### config.mk
export PLATFORM = sky130hd
export DESIGN_NAME = tlp_seq
export DESIGN_NICKNAME = d
export VERILOG_FILES = /design/src/design/tlp_pkg.sv /design/src/design/tlp_seq.sv
export VERILOG_INCLUDE_DIRS = /design/src /design/src/design
export SDC_FILE = /design/constraint.sdc
export NUM_CORES = 1
export LEC_CHECK = 0
export ABC_AREA = 0
export BUFFER_PORTS_ARGS = -buffer_cell sky130_fd_sc_hd__buf_2
export CELL_PAD_IN_SITES_DETAIL_PLACEMENT = 1
export CELL_PAD_IN_SITES_GLOBAL_PLACEMENT = 1
export CORE_UTILIZATION = 42
export DETAILED_ROUTE_END_ITERATION = 7
export PLACE_DENSITY = 0.81
export SKIP_CTS_REPAIR_TIMING = 1
export SLEW_MARGIN = 20
export SYNTH_ARGS = -nofsm -noshare
export SYNTH_HDL_FRONTEND = slang
export SYNTH_SLANG_ARGS = --single-unit
### constraint.sdc
create_clock -name clk -period 4.8 [get_ports clk]
set_input_delay 0.96 -clock clk [delete_from_list [all_inputs] [get_ports clk]]
set_output_delay 0.96 -clock clk [all_outputs]
set_load 0.05 [all_outputs]
### src/design/tree_lca_path_middle_defines.svh
// Assertion macros shared by the ancestor engine modules.
`ifndef TREE_LCA_PATH_MIDDLE_DEFINES_SVH
`define TREE_LCA_PATH_MIDDLE_DEFINES_SVH
`ifndef ASSERT_OFF
// Same-cycle implication, disabled while reset is asserted.
`define TLP_ASSERT_IMP(lbl, clk, rst_n, ante, cons, msg) \
	lbl: assert property (@(posedge clk) disable iff (!rst_n) (ante) |-> (cons)) \
		else $error(msg);
// Next-cycle implication, disabled while reset is asserted.
`define TLP_ASSERT_NXT(lbl, clk, rst_n, ante, cons, msg) \
	lbl: assert property (@(posedge clk) disable iff (!rst_n) (ante) |=> (cons)) \
		else $error(msg);
`else
`define TLP_ASSERT_IMP(lbl, clk, rst_n, ante, cons, msg)
`define TLP_ASSERT_NXT(lbl, clk, rst_n, ante, cons, msg)
`endif
`endif

### src/design/tlp_pkg.sv
// Package with the types, sizes and micro-operation codes of the ancestor engine.
package tlp_pkg;

	// Field widths fixed by the transaction format.
	localparam int ID_W    = 10;
	localparam int DEPTH_W = 10;
	localparam int PATH_W  = DEPTH_W + 1;

	// Tree capacity. MAX_NODES must be a power of two.
	localparam int MAX_NODES = 1024;
	localparam int LEVELS    = 10;

	localparam int SLOT_W   = $clog2(MAX_NODES);
	localparam int AT_DEPTH = MAX_NODES * LEVELS;
	localparam int AT_AW    = $clog2(AT_DEPTH);
	localparam int LVL_W    = $clog2(LEVELS + 1);
	localparam int SW       = ((DEPTH_W > LEVELS) ? DEPTH_W : LEVELS) + 2;
	localparam int STEP_W   = 5;

	localparam logic [DEPTH_W-1:0] DEPTH_MAX = {DEPTH_W{1'b1}};

	// Operation codes.
	localparam logic OP_LOAD  = 1'b0;
	localparam logic OP_QUERY = 1'b1;

	typedef struct packed {
		logic              op;
		logic [ID_W-1:0]   node_a;
		logic [ID_W-1:0]   node_b;
		logic              is_root;
	} cmd_t;

	typedef struct packed {
		logic [ID_W-1:0]   middle_node;
		logic [ID_W-1:0]   common_ancestor;
		logic [PATH_W-1:0] path_length;
	} res_t;

	// One jump table entry: a valid flag and an ancestor id.
	typedef struct packed {
		logic            valid;
		logic [ID_W-1:0] id;
	} entry_t;

	// Datapath micro-operations.
	typedef enum logic [4:0] {
		A_NOP      = 5'd0,
		A_RD_DEP_B = 5'd1,
		A_L_BASE   = 5'd2,
		A_L_RD     = 5'd3,
		A_L_WR     = 5'd4,
		A_L_DEP    = 5'd5,
		A_Q_DV     = 5'd6,
		A_Q_DU     = 5'd7,
		A_Q_ORDER  = 5'd8,
		A_CL_TEST  = 5'd9,
		A_CL_JUMP  = 5'd10,
		A_CL_DEP   = 5'd11,
		A_J_INIT   = 5'd12,
		A_J_RD_X   = 5'd13,
		A_J_RD_Y   = 5'd14,
		A_J_UPD    = 5'd15,
		A_RD_X0    = 5'd16,
		A_SET_C_E  = 5'd17,
		A_SET_C_X  = 5'd18,
		A_Q_DIST   = 5'd19,
		A_Q_PICK   = 5'd20,
		A_EMIT     = 5'd21
	} act_t;

	// Jump conditions of the sequencer.
	typedef enum logic [2:0] {
		C_NEVER     = 3'd0,
		C_ALWAYS    = 3'd1,
		C_IDLE_WAIT = 3'd2,
		C_QUERY     = 3'd3,
		C_LVL_END   = 3'd4,
		C_LVL_NZ    = 3'd5,
		C_X_EQ_Y    = 3'd6
	} cond_t;

	// One control word of the microprogram.
	typedef struct packed {
		act_t              act;
		cond_t             cond;
		logic [STEP_W-1:0] tgt;
	} uword_t;

	// Sequencer to datapath.
	typedef struct packed {
		logic accept;
		act_t act;
	} ctl_t;

	// Datapath to sequencer.
	typedef struct packed {
		logic is_query;
		logic lvl_end;
		logic lvl_nz;
		logic x_eq_y;
	} stat_t;

endpackage

### src/design/tlp_seq.sv
// Microprogram sequencer: step counter, control store and conditional jumps.
`include "tree_lca_path_middle_defines.svh"

module tlp_seq (
	input  logic           clk,
	input  logic           arst_n,
	input  logic           start,
	input  tlp_pkg::stat_t stat,
	output tlp_pkg::ctl_t  ctl,
	output logic           busy
);
	import tlp_pkg::*;

	// Step addresses of the microprogram.
	localparam logic [STEP_W-1:0] S_IDLE   = STEP_W'(0);
	localparam logic [STEP_W-1:0] S_DISP   = STEP_W'(1);
	localparam logic [STEP_W-1:0] S_L_BASE = STEP_W'(2);
	localparam logic [STEP_W-1:0] S_L_RD   = STEP_W'(3);
	localparam logic [STEP_W-1:0] S_L_WR   = STEP_W'(4);
	localparam logic [STEP_W-1:0] S_L_DEP  = STEP_W'(5);
	localparam logic [STEP_W-1:0] S_Q_DV   = STEP_W'(6);
	localparam logic [STEP_W-1:0] S_Q_DU   = STEP_W'(7);
	localparam logic [STEP_W-1:0] S_Q_ORD  = STEP_W'(8);
	localparam logic [STEP_W-1:0] S_C1_T   = STEP_W'(9);
	localparam logic [STEP_W-1:0] S_C1_J   = STEP_W'(10);
	localparam logic [STEP_W-1:0] S_C1_D   = STEP_W'(11);
	localparam logic [STEP_W-1:0] S_J_CHK  = STEP_W'(12);
	localparam logic [STEP_W-1:0] S_J_RX   = STEP_W'(13);
	localparam logic [STEP_W-1:0] S_J_RY   = STEP_W'(14);
	localparam logic [STEP_W-1:0] S_J_UPD  = STEP_W'(15);
	localparam logic [STEP_W-1:0] S_J_E0   = STEP_W'(16);
	localparam logic [STEP_W-1:0] S_C_E    = STEP_W'(17);
	localparam logic [STEP_W-1:0] S_C_X    = STEP_W'(18);
	localparam logic [STEP_W-1:0] S_DIST   = STEP_W'(19);
	localparam logic [STEP_W-1:0] S_PICK   = STEP_W'(20);
	localparam logic [STEP_W-1:0] S_C2_T   = STEP_W'(21);
	localparam logic [STEP_W-1:0] S_C2_J   = STEP_W'(22);
	localparam logic [STEP_W-1:0] S_C2_D   = STEP_W'(23);
	localparam logic [STEP_W-1:0] S_EMIT   = STEP_W'(24);

	// Control store. A word that does not jump falls through to the next step.
	function automatic uword_t ucode(input logic [STEP_W-1:0] s);
		uword_t w;
		case (s)
			S_IDLE:   w = '{A_NOP,      C_IDLE_WAIT, S_IDLE};
			S_DISP:   w = '{A_RD_DEP_B, C_QUERY,     S_Q_DV};
			// Load: first entry, then each level from the previous ancestor.
			S_L_BASE: w = '{A_L_BASE,   C_NEVER,     S_IDLE};
			S_L_RD:   w = '{A_L_RD,     C_LVL_END,   S_L_DEP};
			S_L_WR:   w = '{A_L_WR,     C_ALWAYS,    S_L_RD};
			S_L_DEP:  w = '{A_L_DEP,    C_ALWAYS,    S_IDLE};
			// Query: endpoint depths and ordering.
			S_Q_DV:   w = '{A_Q_DV,     C_NEVER,     S_IDLE};
			S_Q_DU:   w = '{A_Q_DU,     C_NEVER,     S_IDLE};
			S_Q_ORD:  w = '{A_Q_ORDER,  C_NEVER,     S_IDLE};
			// Lift the deeper endpoint to the other one's depth.
			S_C1_T:   w = '{A_CL_TEST,  C_NEVER,     S_IDLE};
			S_C1_J:   w = '{A_CL_JUMP,  C_NEVER,     S_IDLE};
			S_C1_D:   w = '{A_CL_DEP,   C_LVL_NZ,    S_C1_T};
			// Joint climb unless the endpoints already meet.
			S_J_CHK:  w = '{A_J_INIT,   C_X_EQ_Y,    S_C_X};
			S_J_RX:   w = '{A_J_RD_X,   C_NEVER,     S_IDLE};
			S_J_RY:   w = '{A_J_RD_Y,   C_NEVER,     S_IDLE};
			S_J_UPD:  w = '{A_J_UPD,    C_LVL_NZ,    S_J_RX};
			S_J_E0:   w = '{A_RD_X0,    C_NEVER,     S_IDLE};
			S_C_E:    w = '{A_SET_C_E,  C_ALWAYS,    S_DIST};
			S_C_X:    w = '{A_SET_C_X,  C_NEVER,     S_IDLE};
			// Path length and the side that holds the middle node.
			S_DIST:   w = '{A_Q_DIST,   C_NEVER,     S_IDLE};
			S_PICK:   w = '{A_Q_PICK,   C_NEVER,     S_IDLE};
			// Climb to the middle node.
			S_C2_T:   w = '{A_CL_TEST,  C_NEVER,     S_IDLE};
			S_C2_J:   w = '{A_CL_JUMP,  C_NEVER,     S_IDLE};
			S_C2_D:   w = '{A_CL_DEP,   C_LVL_NZ,    S_C2_T};
			S_EMIT:   w = '{A_EMIT,     C_ALWAYS,    S_IDLE};
			default:  w = '{A_NOP,      C_ALWAYS,    S_IDLE};
		endcase
		return w;
	endfunction

	logic [STEP_W-1:0] step_q;
	logic [STEP_W-1:0] step_d;
	uword_t            uw;
	logic              taken;

	// Decode the current word and choose the next step.
	always_comb begin
		uw = ucode(step_q);
		case (uw.cond)
			C_NEVER:     taken = 1'b0;
			C_ALWAYS:    taken = 1'b1;
			C_IDLE_WAIT: taken = !start;
			C_QUERY:     taken = stat.is_query;
			C_LVL_END:   taken = stat.lvl_end;
			C_LVL_NZ:    taken = stat.lvl_nz;
			C_X_EQ_Y:    taken = stat.x_eq_y;
			default:     taken = 1'b0;
		endcase
		step_d = taken ? uw.tgt : step_q + STEP_W'(1);
	end

	assign busy       = (step_q != S_IDLE);
	assign ctl.accept = start && !busy;
	assign ctl.act    = uw.act;

	// Step counter.
	always_ff @(posedge clk or negedge arst_n) begin
		if (!arst_n) begin
			step_q <= S_IDLE;
		end else begin
			step_q <= step_d;
		end
	end

	// The block only returns to idle from the end of a load or of a query.
	`TLP_ASSERT_IMP(a_idle_entry, clk, arst_n, $fell(busy), ($past(step_q) == S_L_DEP) || ($past(step_q) == S_EMIT), "sequencer returned to idle from an unexpected step")

endmodule

# Word-level counts from Yosys, hierarchy flattened
# Memory sizes are Yosys's and may differ from the RTL's.
# Cells that the tools add are included.
dict set report totals {
  in_bits 7
  elab_cells 15
  rom_bits 416
  mem_count 1
  reg_bits 5
}
# name words word_bits rd rd_clocked_by_memory_dff wr line
set memory_table {}
lappend memory_table {{(name not given)} 32 13 1 0 0 tlp_seq.sv:44} ;# case (s)
dict set report op_classes {
  muxes 2
  n_reduce_logical 4
  add_sub_neg 1
  eq_ne 6
}
# operator count
set ops {}
lappend ops {{$eq 3x3->1 const B} 3}
lappend ops {{$eq 3x2->1 const B} 2}
lappend ops {{$pmux 1 s6} 1}
lappend ops {{$add 5x1->5 const B} 1}
lappend ops {{$mux 5} 1}
lappend ops {{$reduce_bool 5->1} 1}
lappend ops {{$eq 3x1->1 const B} 1}
lappend ops {{$logic_not 1->1} 2}
lappend ops {{$logic_and 1x1->1} 1}

# Longest topological paths before layout
# An unclocked memory read counts as a cell.
dict set report logic_depth {
  depth_word 4
  ltp_mapped 9
  depth_no_buf 8
}

# Worst setup path before layout
# Ideal clock, no wire load.
dict set report synth_timing {
  kind {register -> output}
  start {register step_q[1]}
  end {output port ctl[5] (netlist bit)}
  slack_ns 1.685
  arrival_ns 2.155
  path_buffers 0
  path_stages_with_launch 6
  cell_sequence {dfrtp_1 -> inv_1 -> ha_1 -> nand2_1 -> or3_1 -> nor2_1}
}
# element line
set synth_lines {}
lappend synth_lines {{start, declared} tlp_seq.sv:81} ;# logic [STEP_W-1:0] step_q;
lappend synth_lines {{start signal, assigned} tlp_seq.sv:111} ;# step_q <= step_d;
lappend synth_lines {{end, declared} tlp_seq.sv:9} ;# output tlp_pkg::ctl_t ctl,

==> results.sh <==
export IMPL_status="finished, final reports clean"
export IMPL_fillCellCount=201
export IMPL_tritoncts="built"
export IMPL_min_period_ps=2932
export IMPL_drt_total_wl_um=1887
export IMPL_antenna_left=0
export IMPL_multi_input_area_um2=526.8
export IMPL_required_ps=3840
export IMPL_grt_setup_unrepaired="false"
export IMPL_wl_met1_um=914
export IMPL_cap_violations=0
export IMPL_route_met3_wl_um=86
export IMPL_finalSetupViolCount=0
export IMPL_via_per_inst=5.983
export IMPL_grt_overflow_total=0
export IMPL_grt_max_degree=18
export IMPL_synth_xor_area_share_pct=1.224
export IMPL_top_register="step_q"
export IMPL_ctsRootBufferMaster="clkbuf_4"
export IMPL_yosys_warnings=0
export IMPL_gp_congestion=0.8252
export IMPL_antenna_found_initial=0
export IMPL_synthCells=88
export IMPL_synth_fa_ha_area_share_pct=13.99
export IMPL_cts_buffers=3
export IMPL_core_area_mm2=0.001541
export IMPL_synth_seq_cells=5
export IMPL_diodes=0
export IMPL_post_route_period_util_pct=61.08
export IMPL_critPathArrivalTime_ps=1970
export IMPL_firstDrtPassIters=4
export IMPL_die_area_mm2=0.001873
export IMPL_die_h_um=43.28
export IMPL_largest_reg_flops=5
export IMPL_synth_mux_area_share_pct=4.196
export IMPL_clkLatencyLatePin_ps=250
export IMPL_tns_ps=0
export IMPL_io_buffers=13
export IMPL_drc_errors=0
export IMPL_hpwl_um=1446
export IMPL_syn2layout_area_growth_pct=9.790
export IMPL_worstMarginPinSlew_ps=566.8
export IMPL_grt_pass1_vias=659
export IMPL_clockBufferDepth=2
export IMPL_max_freq_mhz=341.1
export IMPL_h_tree_depth=1
export IMPL_start_kind="flip-flop"
export IMPL_worst_setup_path_type="reg -> out"
export IMPL_syn_area_um2=715.7
export IMPL_top_regs="step_q x5"
export IMPL_die_x_um=43.28
export IMPL_avgRoutedWirePerCell_um=16.13
export IMPL_slew_limit_headroom_pct=62.21
export IMPL_ys_seq_area_share_pct=17.48
export IMPL_clock_sinks=5
export IMPL_final_hold_viol_count=0
export IMPL_grt_pass1_wl_um=3125
export IMPL_slew_viol_final=0
export IMPL_synth_top_family_by_area="compound AO/OA/AOI/OAI gates"
export IMPL_finish_net_count=117
export IMPL_highest_layer="met3"
export IMPL_final_common_cell="buf_2"
export IMPL_drive_above_1_share_pct=23.76
export IMPL_wl_met2_um=887
export IMPL_syn_avg_cell_area_um2=8.133
export IMPL_critPathMaxFanout=6
export IMPL_netlist_cell_type_count=38
export IMPL_fin_skew_ps=10.57
export IMPL_layout_common_cells="13 x buf_2, 11 x nand2_1, 8 x ha_1"
export IMPL_track_usage_pct=22.01
export IMPL_drtIter0Drc=22
export IMPL_syn_num_nets=103
export IMPL_seq_area_um2=125.1
export IMPL_synthSimpleGateAreaFrac_pct=24.83
export IMPL_synth_compound_area_share_pct=29.37
export IMPL_endpoint_kind="primary output"
export IMPL_clkTransAtPathRegs_ps=50
export IMPL_via_count=700
export IMPL_hold_class="in -> async"
export IMPL_start_util_pct=46.43
export IMPL_pin_count=14
export IMPL_rows=14
worst max-delay path, stage by stage (launching register included):
cell and delay, ps:
dfrtp_1 440, inv_1 170, ha_1 300, nand2_1 130, or3_1 340, nor2_1 90, buf_2 260
Yosys cell counts:
master     instances  area (um^2)
nor3b_1            1        7.510
o21ai_0            4        20.02
a221oi_2           1        15.01
dfrtp_1            5        125.1
a32o_1             1        10.01
ha_1               8        100.1
a21o_1             1        7.510
buf_4              1        7.510
a21oi_1            4        20.02
a22oi_1            2        15.01
nor3_1             2        10.01
a32oi_1            2        17.52
buf_6              3        33.78
a21boi_0           2        15.01
o32a_1             1        10.01
a2bb2oi_1          1        8.760
inv_1              5        18.77
a21oi_2            1        8.760
a31oi_1            3        18.77
a211o_1            1        8.760
nor4_4             1        21.27
nand4_1            1        6.260
nor2b_1            1        6.260
nor2_2             1        6.260
o221a_1            1        11.26
a221oi_1           1        8.760
or3_1              3        18.77
nand3_1            2        10.01
mux2i_1            3        30.03
nor2_1             7        26.28
xnor2_1            1        8.760
or3b_2             1        8.760
inv_2              1        3.750
and2_4             1        8.760
or2_1              1        6.260
nand2_1           11        41.29
o21ai_2            1        8.760
o22ai_1            1        6.260
stage by stage:
| step | instances | setup WS [ps] | instance area (um^2) | hold WS, ps | utilization (%) |
|---|---|---|---|---|---|
| final | 117 | 1868 | 785.8 | 512.0 | 50.97 |
| after global routing | 117 | 1714 | 785.8 | 514.3 | 50.97 |
| after CTS | 117 | 1842 | 785.8 | 511.3 | 50.97 |
| after detailed placement | 113 | 2098 | 759.5 | 669.6 | 49.27 |
| after global placement | 113 | 2145 | 759.5 | 644.4 | 49.27 |
| after floorplan | 88 | 1685 | 715.7 | 587.3 | - |
routing by layer:
layer / up-vias / global-route usage (%)
met5: - / 0
met2: 18 / 34.33
li1: 353 / -
met4: 0 / 0
met1: 329 / 32.65
met3: 0 / 5.106
layout make-up:
cell class	instances	share of cell area (%)
clock buffers	4	3.344
flip-flops and latches	5	15.92
repair buffers	13	8.280
multi-input cells	73	67.04
inverters	6	2.866
well taps	16	2.548
kinds of logic after synthesis:
group | after synthesis
AOI/OAI and AO/OA | 28
and+or+nand+nor | 33
adders and majority gates | 8
xor gates and xnor gates | 1
DFF | 5
buffers and inverters | 10
muxes | 3
final timing paths:
check / startpoint / to / slack [ps] / cells past startpoint
worst max-delay path: step_q[1]$_DFF_PN0_ / ctl[5] / 1870 / 6
worst min-delay path: arst_n / step_q[0]$_DFF_PN0_ / 510 / 1
worst max register to register: step_q[0]$_DFF_PN0_ / step_q[2]$_DFF_PN0_ / 2120 / 8
min in group clk: step_q[0]$_DFF_PN0_ / step_q[0]$_DFF_PN0_ / 680 / 1
worst min register to register: step_q[0]$_DFF_PN0_ / step_q[0]$_DFF_PN0_ / 680 / 1
max in group asynchronous: arst_n / step_q[1]$_DFF_PN0_ / 4150 / 1
Power is not shown: default switching activity piles up to over one toggle a cycle in this logic, so the estimate is an artifact.
